**src/sv/kfc_pkg.sv**
```systemverilog
// ----------------------------------------------------------------------------
// kfc_pkg: shared types and constants of the keypad calculator
// Key codes, operator, action and serial-unit codes, and the request struct
// passed from the controller to the serial arithmetic unit.
// ----------------------------------------------------------------------------
package kfc_pkg;

    localparam int KEY_W    = 8;
    localparam int ACTION_W = 3;
    localparam int RESULT_W = 32;
    localparam int DIGIT_W  = 4;

    localparam logic [KEY_W-1:0] KEY_0     = 8'h30;
    localparam logic [KEY_W-1:0] KEY_9     = 8'h39;
    localparam logic [KEY_W-1:0] KEY_PLUS  = 8'h2B;
    localparam logic [KEY_W-1:0] KEY_MINUS = 8'h2D;
    localparam logic [KEY_W-1:0] KEY_TIMES = 8'h2A;
    localparam logic [KEY_W-1:0] KEY_SLASH = 8'h2F;
    localparam logic [KEY_W-1:0] KEY_EQUAL = 8'h3D;
    localparam logic [KEY_W-1:0] KEY_CLEAR = 8'h63;

    typedef enum logic [2:0] {
        OP_NONE,
        OP_ADD,
        OP_SUB,
        OP_MUL,
        OP_DIV
    } operator_t;

    typedef enum logic [ACTION_W-1:0] {
        ACT_NONE,
        ACT_ECHO,
        ACT_SHOW,
        ACT_DIVZ,
        ACT_CLEAR
    } action_t;

    typedef enum logic [2:0] {
        ALU_ADD,
        ALU_SUB,
        ALU_MUL,
        ALU_DIV,
        ALU_MAC10
    } alu_op_t;

    typedef struct packed {
        alu_op_t              op;
        logic [DIGIT_W-1:0]   digit;
    } alu_req_t;

    function automatic operator_t op_of_key(input logic [KEY_W-1:0] key);
        operator_t op;
        case (key)
            KEY_PLUS:  op = OP_ADD;
            KEY_MINUS: op = OP_SUB;
            KEY_TIMES: op = OP_MUL;
            KEY_SLASH: op = OP_DIV;
            default:   op = OP_NONE;
        endcase
        return op;
    endfunction

    function automatic alu_op_t alu_op_of(input operator_t op);
        alu_op_t a;
        case (op)
            OP_ADD:  a = ALU_ADD;
            OP_SUB:  a = ALU_SUB;
            OP_MUL:  a = ALU_MUL;
            OP_DIV:  a = ALU_DIV;
            default: a = ALU_ADD;
        endcase
        return a;
    endfunction

endpackage

```
**src/sv/kfc_channels.sv**
```systemverilog
// ----------------------------------------------------------------------------
// kfc_channels: valid/ready channels of the keypad calculator
// One interface for incoming key codes, one for outgoing display results.
// ----------------------------------------------------------------------------
interface kfc_key_if;
    logic                        valid;
    logic                        ready;
    logic [kfc_pkg::KEY_W-1:0]   key_code;

    modport source (output valid, output key_code, input ready);
    modport sink   (input valid, input key_code, output ready);
endinterface

interface kfc_result_if;
    logic                          valid;
    logic                          ready;
    logic [kfc_pkg::ACTION_W-1:0]  action;
    logic [kfc_pkg::KEY_W-1:0]     echo_char;
    logic [kfc_pkg::RESULT_W-1:0]  result_value;

    modport source (output valid, output action, output echo_char, output result_value,
                    input ready);
    modport sink   (input valid, input action, input echo_char, input result_value,
                    output ready);
endinterface

```
**src/sv/keypad_four_function_calculator.sv**
```systemverilog
// ----------------------------------------------------------------------------
// keypad_four_function_calculator: four-function keypad calculator
// Decodes one key per transaction, keeps the operands, the pending operator
// and the last result, and reports one display action per key.
// ----------------------------------------------------------------------------
//  channel   dir  transaction payload
//  keys      in   key_code
//  results   out  action, echo_char, result_value
//
//  A digit key, or '=' with an operator pending (but for a division by
//  zero), runs through the serial unit in S_CALC and then S_POST, which
//  loads its result into the output register; the next key is taken once
//  the state is back in S_IDLE. Other keys go from S_IDLE straight to
//  S_POST. One key is in work at a time.
//  Reset clears operands, operator, entry phase and last result to zero.
//  A result waits in the output register while results.ready is low; the
//  next key may still be taken meanwhile, and its result holds until free.
// ----------------------------------------------------------------------------
module keypad_four_function_calculator #(
    parameter int VALUE_BITS = 32
) (
    input  logic                  clk,
    input  logic                  rst_n,
    kfc_key_if.sink               keys,
    kfc_result_if.source          results
);
    import kfc_pkg::*;

    localparam int SHOW_W = (VALUE_BITS < RESULT_W) ? VALUE_BITS : RESULT_W;

    typedef enum logic [1:0] {
        S_IDLE,
        S_CALC,
        S_POST
    } state_t;

    function automatic logic [RESULT_W-1:0] fit_result(input logic [VALUE_BITS-1:0] v);
        logic [RESULT_W-1:0] r;
        r = '0;
        r[SHOW_W-1:0] = v[SHOW_W-1:0];
        return r;
    endfunction

    state_t                  state_reg,      state_next;
    logic [VALUE_BITS-1:0]   first_reg,      first_next;
    logic [VALUE_BITS-1:0]   second_reg,     second_next;
    logic [VALUE_BITS-1:0]   last_reg,       last_next;
    operator_t               pend_op_reg,    pend_op_next;
    logic                    phase_reg,      phase_next;
    logic                    calc_digit_reg, calc_digit_next;
    logic [KEY_W-1:0]        key_reg,        key_next;
    action_t                 pact_reg,       pact_next;
    logic [KEY_W-1:0]        pecho_reg,      pecho_next;
    logic [RESULT_W-1:0]     pvalue_reg,     pvalue_next;
    logic                    out_valid_reg,  out_valid_next;
    action_t                 out_act_reg,    out_act_next;
    logic [KEY_W-1:0]        out_echo_reg,   out_echo_next;
    logic [RESULT_W-1:0]     out_value_reg,  out_value_next;

    logic                    alu_start;
    alu_req_t                alu_req;
    logic [VALUE_BITS-1:0]   alu_a;
    logic [VALUE_BITS-1:0]   alu_b;
    logic                    alu_done;
    logic [VALUE_BITS-1:0]   alu_result;

    logic                    key_take;
    logic [KEY_W-1:0]        key;
    logic                    key_is_digit;
    operator_t               key_op;
    logic [KEY_W-1:0]        digit_full;

    kfc_serial_alu #(
        .WIDTH (VALUE_BITS)
    ) u_alu (
        .clk    (clk),
        .rst_n  (rst_n),
        .start  (alu_start),
        .req    (alu_req),
        .a      (alu_a),
        .b      (alu_b),
        .done   (alu_done),
        .result (alu_result)
    );

    assign keys.ready   = (state_reg == S_IDLE);
    assign key_take     = keys.valid && keys.ready;
    assign key          = keys.key_code;
    assign key_is_digit = (key >= KEY_0) && (key <= KEY_9);
    assign key_op       = op_of_key(key);
    assign digit_full   = key - KEY_0;

    always_comb
    begin
        state_next      = state_reg;
        first_next      = first_reg;
        second_next     = second_reg;
        last_next       = last_reg;
        pend_op_next    = pend_op_reg;
        phase_next      = phase_reg;
        calc_digit_next = calc_digit_reg;
        key_next        = key_reg;
        pact_next       = pact_reg;
        pecho_next      = pecho_reg;
        pvalue_next     = pvalue_reg;
        out_valid_next  = out_valid_reg && !results.ready;
        out_act_next    = out_act_reg;
        out_echo_next   = out_echo_reg;
        out_value_next  = out_value_reg;

        alu_start     = 1'b0;
        alu_req.op    = ALU_MAC10;
        alu_req.digit = digit_full[DIGIT_W-1:0];
        alu_a         = phase_reg ? second_reg : first_reg;
        alu_b         = second_reg;

        case (state_reg)
            S_IDLE:
            begin
                if (key_take)
                begin
                    key_next    = key;
                    pact_next   = ACT_NONE;
                    pecho_next  = '0;
                    pvalue_next = '0;
                    state_next  = S_POST;
                    if (key_is_digit)
                    begin
                        alu_start       = 1'b1;
                        calc_digit_next = 1'b1;
                        state_next      = S_CALC;
                    end
                    else if (key_op != OP_NONE)
                    begin
                        pend_op_next = key_op;
                        phase_next   = 1'b1;
                        pact_next    = ACT_ECHO;
                        pecho_next   = key;
                    end
                    else if (key == KEY_EQUAL)
                    begin
                        if (pend_op_reg == OP_NONE)
                        begin
                            pact_next   = ACT_SHOW;
                            pvalue_next = fit_result(last_reg);
                        end
                        else if ((pend_op_reg == OP_DIV) && (second_reg == '0))
                        begin
                            pact_next   = ACT_DIVZ;
                            pvalue_next = fit_result(last_reg);
                        end
                        else
                        begin
                            alu_start       = 1'b1;
                            alu_req.op      = alu_op_of(pend_op_reg);
                            alu_a           = first_reg;
                            calc_digit_next = 1'b0;
                            state_next      = S_CALC;
                        end
                    end
                    else if (key == KEY_CLEAR)
                    begin
                        first_next   = '0;
                        second_next  = '0;
                        last_next    = '0;
                        pend_op_next = OP_NONE;
                        phase_next   = 1'b0;
                        pact_next    = ACT_CLEAR;
                    end
                end
            end
            S_CALC:
            begin
                if (alu_done)
                begin
                    if (calc_digit_reg)
                    begin
                        if (phase_reg)
                        begin
                            second_next = alu_result;
                        end
                        else
                        begin
                            first_next = alu_result;
                        end
                        pact_next   = ACT_ECHO;
                        pecho_next  = key_reg;
                        pvalue_next = '0;
                    end
                    else
                    begin
                        last_next   = alu_result;
                        pact_next   = ACT_SHOW;
                        pecho_next  = '0;
                        pvalue_next = fit_result(alu_result);
                    end
                    state_next = S_POST;
                end
            end
            S_POST:
            begin
                // hold until the output register is free
                if (!out_valid_reg || results.ready)
                begin
                    out_valid_next = 1'b1;
                    out_act_next   = pact_reg;
                    out_echo_next  = pecho_reg;
                    out_value_next = pvalue_reg;
                    state_next     = S_IDLE;
                end
            end
            default:
            begin
                state_next = S_IDLE;
            end
        endcase
    end

    always_ff @(posedge clk or negedge rst_n)
    begin
        if (!rst_n)
        begin
            state_reg      <= S_IDLE;
            first_reg      <= '0;
            second_reg     <= '0;
            last_reg       <= '0;
            pend_op_reg    <= OP_NONE;
            phase_reg      <= 1'b0;
            calc_digit_reg <= 1'b0;
            out_valid_reg  <= 1'b0;
        end
        else
        begin
            state_reg      <= state_next;
            first_reg      <= first_next;
            second_reg     <= second_next;
            last_reg       <= last_next;
            pend_op_reg    <= pend_op_next;
            phase_reg      <= phase_next;
            calc_digit_reg <= calc_digit_next;
            out_valid_reg  <= out_valid_next;
        end
    end

    always_ff @(posedge clk)
    begin
        key_reg       <= key_next;
        pact_reg      <= pact_next;
        pecho_reg     <= pecho_next;
        pvalue_reg    <= pvalue_next;
        out_act_reg   <= out_act_next;
        out_echo_reg  <= out_echo_next;
        out_value_reg <= out_value_next;
    end

    assign results.valid        = out_valid_reg;
    assign results.action       = out_act_reg;
    assign results.echo_char    = out_echo_reg;
    assign results.result_value = out_value_reg;

endmodule

```
**src/sv/kfc_serial_alu.sv**
```systemverilog
// ----------------------------------------------------------------------------
// kfc_serial_alu: serial arithmetic unit
// Add, subtract and times-ten-plus-digit run bit-serial through shift
// registers; multiply and divide retire one multiplier or quotient bit per
// cycle. Every operation ends with a pulse on done.
// ----------------------------------------------------------------------------
module kfc_serial_alu #(
    parameter int WIDTH = 32
) (
    input  logic                    clk,
    input  logic                    rst_n,
    input  logic                    start,
    input  kfc_pkg::alu_req_t       req,
    input  logic [WIDTH-1:0]        a,
    input  logic [WIDTH-1:0]        b,
    output logic                    done,
    output logic [WIDTH-1:0]        result
);
    import kfc_pkg::*;

    localparam int CNT_W = $clog2(WIDTH);

    alu_op_t             op_reg,    op_next;
    logic [WIDTH-1:0]    x_reg,     x_next;
    logic [WIDTH-1:0]    y_reg,     y_next;
    logic [WIDTH-1:0]    acc_reg,   acc_next;
    logic [DIGIT_W-1:0]  d_reg,     d_next;
    logic [1:0]          carry_reg, carry_next;
    logic [CNT_W-1:0]    cnt_reg,   cnt_next;
    logic                run_reg,   run_next;
    logic                done_reg,  done_next;

    logic [2:0]          bit_sum;
    logic [WIDTH-1:0]    prod_step;
    logic [WIDTH:0]      trial;
    logic [WIDTH:0]      diff;

    always_comb
    begin
        bit_sum   = {2'b00, x_reg[0]} + {2'b00, y_reg[0]} + {2'b00, d_reg[0]}
                  + {1'b0, carry_reg};
        prod_step = {acc_reg[WIDTH-2:0], 1'b0} + (y_reg[WIDTH-1] ? x_reg : '0);
        trial     = {acc_reg, x_reg[WIDTH-1]};
        diff      = trial - {1'b0, y_reg};
    end

    always_comb
    begin
        op_next    = op_reg;
        x_next     = x_reg;
        y_next     = y_reg;
        acc_next   = acc_reg;
        d_next     = d_reg;
        carry_next = carry_reg;
        cnt_next   = cnt_reg;
        run_next   = run_reg;
        done_next  = 1'b0;

        if (start)
        begin
            op_next    = req.op;
            acc_next   = '0;
            d_next     = '0;
            carry_next = 2'b00;
            cnt_next   = CNT_W'(WIDTH - 1);
            run_next   = 1'b1;
            x_next     = a;
            y_next     = b;
            case (req.op)
                ALU_MAC10:
                begin
                    // x*10 + d as (x << 3) + (x << 1) + d
                    x_next = a << 3;
                    y_next = a << 1;
                    d_next = req.digit;
                end
                ALU_SUB:
                begin
                    y_next     = ~b;
                    carry_next = 2'b01;
                end
                default:
                begin
                end
            endcase
        end
        else if (run_reg)
        begin
            case (op_reg)
                ALU_MUL:
                begin
                    acc_next = prod_step;
                    y_next   = {y_reg[WIDTH-2:0], 1'b0};
                end
                ALU_DIV:
                begin
                    // restoring step; quotient bits shift into x from the bottom
                    if (!diff[WIDTH])
                    begin
                        acc_next = diff[WIDTH-1:0];
                        x_next   = {x_reg[WIDTH-2:0], 1'b1};
                    end
                    else
                    begin
                        acc_next = trial[WIDTH-1:0];
                        x_next   = {x_reg[WIDTH-2:0], 1'b0};
                    end
                end
                default:
                begin
                    acc_next   = {bit_sum[0], acc_reg[WIDTH-1:1]};
                    carry_next = bit_sum[2:1];
                    x_next     = {1'b0, x_reg[WIDTH-1:1]};
                    y_next     = {1'b0, y_reg[WIDTH-1:1]};
                    d_next     = {1'b0, d_reg[DIGIT_W-1:1]};
                end
            endcase
            if (cnt_reg == '0)
            begin
                run_next  = 1'b0;
                done_next = 1'b1;
            end
            else
            begin
                cnt_next = cnt_reg - CNT_W'(1);
            end
        end
    end

    always_ff @(posedge clk or negedge rst_n)
    begin
        if (!rst_n)
        begin
            op_reg    <= ALU_ADD;
            cnt_reg   <= '0;
            run_reg   <= 1'b0;
            done_reg  <= 1'b0;
            carry_reg <= 2'b00;
        end
        else
        begin
            op_reg    <= op_next;
            cnt_reg   <= cnt_next;
            run_reg   <= run_next;
            done_reg  <= done_next;
            carry_reg <= carry_next;
        end
    end

    always_ff @(posedge clk)
    begin
        x_reg   <= x_next;
        y_reg   <= y_next;
        acc_reg <= acc_next;
        d_reg   <= d_next;
    end

    assign done   = done_reg;
    assign result = (op_reg == ALU_DIV) ? x_reg : acc_reg;

endmodule

```
**src/flat_wrapper.sv**
```systemverilog
// flat-port wrapper written by rule: the top's interface ports become plain ports
module keypad_four_function_calculator_flat import kfc_pkg::*;
#(
    parameter int VALUE_BITS = 32
)
  (clk, rst_n, keys_valid, keys_key_code, keys_ready, results_valid, results_action, results_echo_char, results_result_value, results_ready);
  kfc_key_if keys_i ();
  kfc_result_if results_i ();
  input  logic clk;
  input  logic rst_n;
  input wire logic [$bits(keys_i.valid)-1:0] keys_valid;
  input wire logic [$bits(keys_i.key_code)-1:0] keys_key_code;
  output wire logic [$bits(keys_i.ready)-1:0] keys_ready;
  output wire logic [$bits(results_i.valid)-1:0] results_valid;
  output wire logic [$bits(results_i.action)-1:0] results_action;
  output wire logic [$bits(results_i.echo_char)-1:0] results_echo_char;
  output wire logic [$bits(results_i.result_value)-1:0] results_result_value;
  input wire logic [$bits(results_i.ready)-1:0] results_ready;
  assign keys_i.valid = keys_valid;
  assign keys_i.key_code = keys_key_code;
  assign keys_ready = keys_i.ready;
  assign results_valid = results_i.valid;
  assign results_action = results_i.action;
  assign results_echo_char = results_i.echo_char;
  assign results_result_value = results_i.result_value;
  assign results_i.ready = results_ready;
  keypad_four_function_calculator #(.VALUE_BITS(VALUE_BITS)) u_core (.clk(clk), .rst_n(rst_n), .keys(keys_i), .results(results_i));
endmodule
```
**config.mk**
```make
export PLATFORM = sky130hd
export DESIGN_NAME = keypad_four_function_calculator_flat
export DESIGN_NICKNAME = d
export VERILOG_FILES = /design/src/sv/kfc_pkg.sv /design/src/sv/kfc_channels.sv /design/src/sv/keypad_four_function_calculator.sv /design/src/sv/kfc_serial_alu.sv /design/src/flat_wrapper.sv
export SDC_FILE = /design/constraint.sdc
export NUM_CORES = 1
export LEC_CHECK = 0
export BUFFER_PORTS_ARGS = -buffer_cell sky130_fd_sc_hd__buf_2
export CORE_MARGIN = 2
export CORE_UTILIZATION = 55
export CTS_CLUSTER_DIAMETER = 60
export DETAILED_ROUTE_END_ITERATION = 8
export GPL_TIMING_DRIVEN = 0
export PLACE_DENSITY = 0.75
export SLEW_MARGIN = 5
export SYNTH_ARGS = -nofsm -noshare
export SYNTH_HDL_FRONTEND = slang
export SYNTH_SLANG_ARGS = --single-unit
```
**constraint.sdc**
```tcl
create_clock -name clk -period 3.3 [get_ports clk]
set_input_delay 0.66 -clock clk [delete_from_list [all_inputs] [get_ports clk]]
set_output_delay 0.66 -clock clk [all_outputs]
set_load 0.02 [all_outputs]
```
---- Yosys cells after proc, flatten, opt, wreduce, memory -nomap -nowiden ----
Index checks and enable logic that the tools add are counted.
word-level totals
  flip-flop bits (word level) ............. 310
  input bits .............................. 12
  output and inout port bits .............. 45
  logic and storage cells ................. 216
operators by class
  add/subtract/negate cells ............... 7
  $lt $le $gt $ge ......................... 2
  equal/unequal tests ..................... 34
  muxes and demuxes ....................... 117
  bitwise operators ....................... 2
  reduce and logical (&&, ||, !) cells .... 30
operators with widths
  cell                  number
  $mux W32              37
  $pmux W32 S2          8
  $mux W3               17
  $eq A8 B6 Y1 const B  5
  $mux W8               5
  $sub A33 B32 Y33      1
  $add A32 B32 Y32      1
  $logic_not A32 Y1     1
  $not A32 Y32          1
  $mux W2               13
  $mux W1               25
  $ne A2 B1 Y1 const B  11
  $reduce_and A9 Y1     2
  $mux W4               4
  $ne A2 B2 Y1 const B  8
  $pmux W8 S2           1
  $mux W5               3
  $eq A3 B2 Y1 const B  4
  $pmux W2 S3           2
  $pmux W3 S4           1
  $reduce_and A2 Y1     6
  $eq A8 B7 Y1 const B  1
  $ge A8 B6 Y1 const B  1
  $le A8 B6 Y1 const B  1
  other kinds (24)      33

---- Depth between registers and ports, before layout ----
  depth in word-level cells ............... 12
  depth in mapped cells ................... 15
  mapped depth without buffers ............ 13

---- By module ----
From an unflattened synthesis, not the netlist that was laid out.
second synthesis, totals
  cell total of the unflattened synthesis .. 2120
  area total of the unflattened synthesis .. 19683.9 sq um
by module, submodules not included
  module                           instances  cells an instance  area each (sq um)  seq. area each (sq um)
  kfc_serial_alu                   1          1372               10596.4            2982.9
  keypad_four_function_calculator  1          748                9087.5             5425.2

---- Worst setup path after synthesis ----
OpenSTA, ideal clock, no wires.
  path kind ............................... reg-to-reg
  start ................................... register u_core.u_alu.x_reg[31]
  end ..................................... register u_core.u_alu.acc_reg[6]
  library setup time ...................... 0.074 ns
  arrival ................................. 3.228 ns
  required time ........................... 3.226 ns
  path slack .............................. -0.002 ns
  cell stages (with the launch flop) ...... 16
  buffers on the path ..................... 2
  clock period less this slack ............ 3.302 ns
  cells stage by stage .................... edfxtp_1 inv_1 ha_1 inv_1 fa_1 a211oi_2 nor3_2 nor4b_4 o21ai_2 a2111o_1 and3_1 buf_6 buf_6 mux2i_1 a211o_1 a31oi_1
between the ends
  word-level cells in the longest chain between the ends .. 3
RTL lines
  element                   RTL line               text
  start: declaration        kfc_serial_alu.sv:24   logic [WIDTH-1:0] x_reg, x_next;
  start signal: assignment  kfc_serial_alu.sv:152  x_reg <= x_next;
  $sub A33 B32 Y33          kfc_serial_alu.sv:44   diff = trial - {1'b0, y_reg};
  $mux W32                  kfc_serial_alu.sv:98   if (!diff[WIDTH])
  $pmux W32 S2              kfc_serial_alu.sv:89   case (op_reg)
  end signal: assignment    kfc_serial_alu.sv:154  acc_reg <= acc_next;
  end: declaration          kfc_serial_alu.sv:26   logic [WIDTH-1:0] acc_reg, acc_next;
No other way between the ends.
A chain may end at the register's enable or synchronous reset.

---- Worst setup path after layout ----
  start ................................... register u_core.u_alu.x_reg[31]
  end ..................................... register u_core.u_alu.acc_reg[28]
The elaborated chain is that of the path after synthesis.

==> results.json <==
{
  "cts_sinks": 310,
  "critPathMaxStageDelay_ns": 0.43,
  "cts_tree": "yes",
  "critPathCaptureType": "flop",
  "crit_type": "flop to flop",
  "vias": 17200,
  "postSynth.asyncResetShare_pct": 37.4,
  "crit_top_cell": "inv_2",
  "combPwrFrac_pct": 55.1,
  "ys_seq_area_share_pct": 46.1,
  "swShare_pct": 43.5,
  "ys_top_cells_by_count": "381 x nand2_1, 214 x o21ai_0, 162 x edfxtp_1",
  "cp_slowest_cell": "edfxtp_1",
  "layout_setup_ws_ns": -0.327,
  "p_leak_nw": 8.68,
  "drc": 0,
  "skew_ns": 0.0210,
  "crit_start": "u_core.u_alu.x_reg[31]",
  "diodes": 0,
  "std_cell_rows": 66,
  "grt_max_degree": 98,
  "grt-ovfl-total": 0,
  "cp_num_buf_inv": 4,
  "synth_area_per_cell_um2": 9.03,
  "drive_gt1_share_pct": 13.0,
  "synth_seq_cells": 310,
  "cp_top_family": "simple AND/OR/NAND/NOR gates",
  "antenna_found_initial": 0,
  "crit_path_max_fanout": 7,
  "gp_congestion": 0.986,
  "path_depth": 15,
  "grt_pass1_vias": 16100,
  "post-route-period-util_pct": 110,
  "clk_pin_slew_ns": 0.06,
  "finalMaxSlewViolations": 0,
  "finalNetCount": 2233,
  "ir_worst_vdd_mv": 0.651,
  "synthTopCellsByArea": "edfxtp_1 27%, dfrtp_1 16%, nand2_1 7.8%",
  "r2r_slack_ns": -0.33,
  "yosysMostFrequentCell": "nand2_1",
  "worstMarginPinSlew_ns": 0.939,
  "crit_required_ns": 3.66,
  "wl_um": 61000,
  "failed_checks": "negative setup slack",
  "powerDensity_nw_per_um2": 1060,
  "vias_per_cell": 6.55,
  "timing.rr.start": "u_core.u_alu.x_reg[31]",
  "hp-class": "input pin to flop",
  "cp_data_arrival_time_ns": 3.99,
  "drt_iter0_markers": 2568,
  "cts_buffers": 34,
  "die_x_um": 186,
  "boundaryPins": 57,
  "cts_root_buffer": "clkbuf_16",
  "io_buffer_count": 56,
  "cp-start-kind": "flop",
  "syn-instance-count": 2021,
  "yosys.area.top_type": "edfxtp_1",
  "status": "finished with violations",
  "grt_pass1_wl_um": 91500,
  "fmaxAchievable_mhz": 276,
  "pwr-share-seq_pct": 28.6,
  "start_util_pct": 55.9,
  "die_area_um2": 34600,
  "n_fill_cell": 2677,
  "cts_htree_levels": 2,
  "whs_ns": 0.360,
  "timing.final.crit_period_ns": 3.63,
  "ff2ff_path_depth": 15,
  "path_cells": "inv_2 -> ha_4 -> inv_2 -> fa_2 -> a211oi_4 -> nor3_4 -> nor4b_4 -> buf_4 -> o21a_1 -> o31a_1 -> and3_4 -> buf_12 -> mux2_4 -> nand2_1 -> a41oi_1",
  "clk_path_buf_depth": 3,
  "yosysUniqueCellTypes": 75,
  "setup_tns_ns": -7.01,
  "internal-power_mw": 12.6,
  "synth-edff-count": 162,
  "wl_per_cell_um": 23.3,
  "core_area_um2": 32600,
  "detail-route-antenna-nets": 0,
  "synth_top_area_share_pct": 26.7,
  "max_slew_margin_pct": 37.4,
  "synth_ff_type": "edfxtp_1",
  "ys_warn_count": 0,
  "synth_area_um2": 18200,
  "finalSetupViolations": 35,
  "r2r-end": "u_core.u_alu.acc_reg[28]",
  "gr-usage-all-layers_pct": 35.0,
  "worstSkewPairLatency_ns": 0.53,
  "drv_cap": 0,
  "rsz0062_at_grt": "true",
  "drtPass1Iterations": 6,
  "syn_to_final_growth_pct": 15.9,
  "synth_nets": 2102,
  "hpwl_um": 45200,
  "final_hold_viol_count": 0,
  "critical_path.endpoint": "u_core.u_alu.acc_reg[28]",
  "die_h_um": 186,
  "power.share.clock_pct": 16.3,
  "p_switching_mw": 9.74
}
-- timing repair --
action                     CTS  global route
hold endpoints to repair    19             0
hold buffers                 1             0
pin swaps                   53            26
resized for setup          116            78
cloned                       3             0
setup endpoints to repair  187           210
setup buffers               26            11
-- how the worst min path moves through the flow --
stage,slack [ns],end,start,depth (start not counted)
floorplan,0.36,u_core.alu_b[0],rst_n,0
global placement,0.40,u_core.results.echo_char[5],u_core.pecho_reg[5],0
detailed placement,0.41,u_core.results.result_value[10],u_core.pvalue_reg[10],0
CTS,0.35,u_core.key_reg[5],keys_key_code[5],1
global route,0.36,u_core.key_reg[4],keys_key_code[4],1
finish,0.36,u_core.key_reg[5],keys_key_code[5],1
-- power by group through the flow --
| stage | Sequential, mW | Combinational [mW] | Clock (mW) |
|---|---|---|---|
| 6_report | 6.40 | 12.3 | 3.66 |
| 5_1_grt | 6.45 | 13.3 | 3.81 |
| 4_1_cts | 6.33 | 11.6 | 3.67 |
| 3_5_place_dp | 6.40 | 10.2 | 0 |
| 3_3_place_gp | 6.38 | 10.0 | 0 |
| 2_1_floorplan | 6.06 | 7.70 | 0 |
-- kinds of logic after synthesis --
| kind of cell | after synthesis | share of synthesized area, % |
|---|---|---|
| compound gates | 627 | 21.8 |
| fa+ha+maj | 69 | 4.90 |
| flops | 310 | 46.1 |
| xor+xnor | 51 | 2.45 |
| simple gates | 732 | 18.0 |
| buf+inv | 183 | 3.88 |
| mux | 49 | 2.86 |
-- final cells by class --
| cell class | instances | area, um^2 | share of cell area [%] |
|---|---|---|---|
| multi-input cells | 1528 | 9640 | 45.6 |
| clock buffers | 44 | 930 | 4.40 |
| flip-flops and latches | 310 | 8410 | 39.8 |
| well taps | 442 | 553 | 2.62 |
| plain buffers | 116 | 520 | 2.46 |
| repair buffers | 98 | 727 | 3.44 |
| inverters | 64 | 245 | 1.16 |
| clock inverters | 17 | 118 | 0.556 |
-- through the flow --
step / power, mW / worst slack (ns) / cell area, um^2 / cells / util, %
after floorplan: 13.8 / 0.0255 / 18200 / 2021 / -
after global placement: 16.4 / -1.33 / 19100 / 2519 / 58.5
after detailed placement: 16.6 / -1.35 / 19200 / 2522 / 58.8
after CTS: 21.6 / -0.259 / 20800 / 2609 / 63.9
after global routing: 23.6 / -0.397 / 21100 / 2619 / 64.8
final: 22.4 / -0.327 / 21100 / 2619 / 64.8
-- placed cells by master, fill, tap and decap left out, types with 13 or more instances in the layout --
cell | Yosys | layout
a2111oi_2 | 0 | 16
a21boi_0 | 30 | 29
a21o_1 | 32 | 32
a21oi_1 | 113 | 105
a221o_1 | 18 | 18
a31oi_1 | 58 | 57
and2_1 | 40 | 40
and3_1 | 19 | 17
buf_2 | 4 | 60
buf_4 | 0 | 27
clkbuf_1 | 109 | 94
clkbuf_16 | 0 | 35
clkbuf_2 | 0 | 15
dfrtp_1 | 116 | 116
dfxtp_1 | 32 | 32
edfxtp_1 | 162 | 162
ha_1 | 65 | 62
inv_1 | 63 | 59
mux2_4 | 3 | 13
mux2i_1 | 33 | 32
nand2_1 | 381 | 367
nand2b_1 | 46 | 46
nand3_1 | 49 | 46
nand4_1 | 13 | 13
nor2_1 | 122 | 117
nor3_1 | 15 | 15
o211ai_1 | 17 | 17
o21a_1 | 14 | 14
o21ai_0 | 214 | 210
xnor2_1 | 30 | 29
xor2_1 | 21 | 21
-- layer usage --
metal | part of all wire [%] | wire [um] | up-vias | track usage (%)
met5 | 0 | 0 | - | 0
met4 | 5.2 | 3160 | 0 | 16.4
met3 | 10 | 6350 | 225 | 8.04
met2 | 44 | 26700 | 1070 | 52.7
met1 | 41 | 24800 | 8245 | 47.8
li1 | - | - | 7612 | -
No activity file was read; power rests on OpenSTA's default activity.
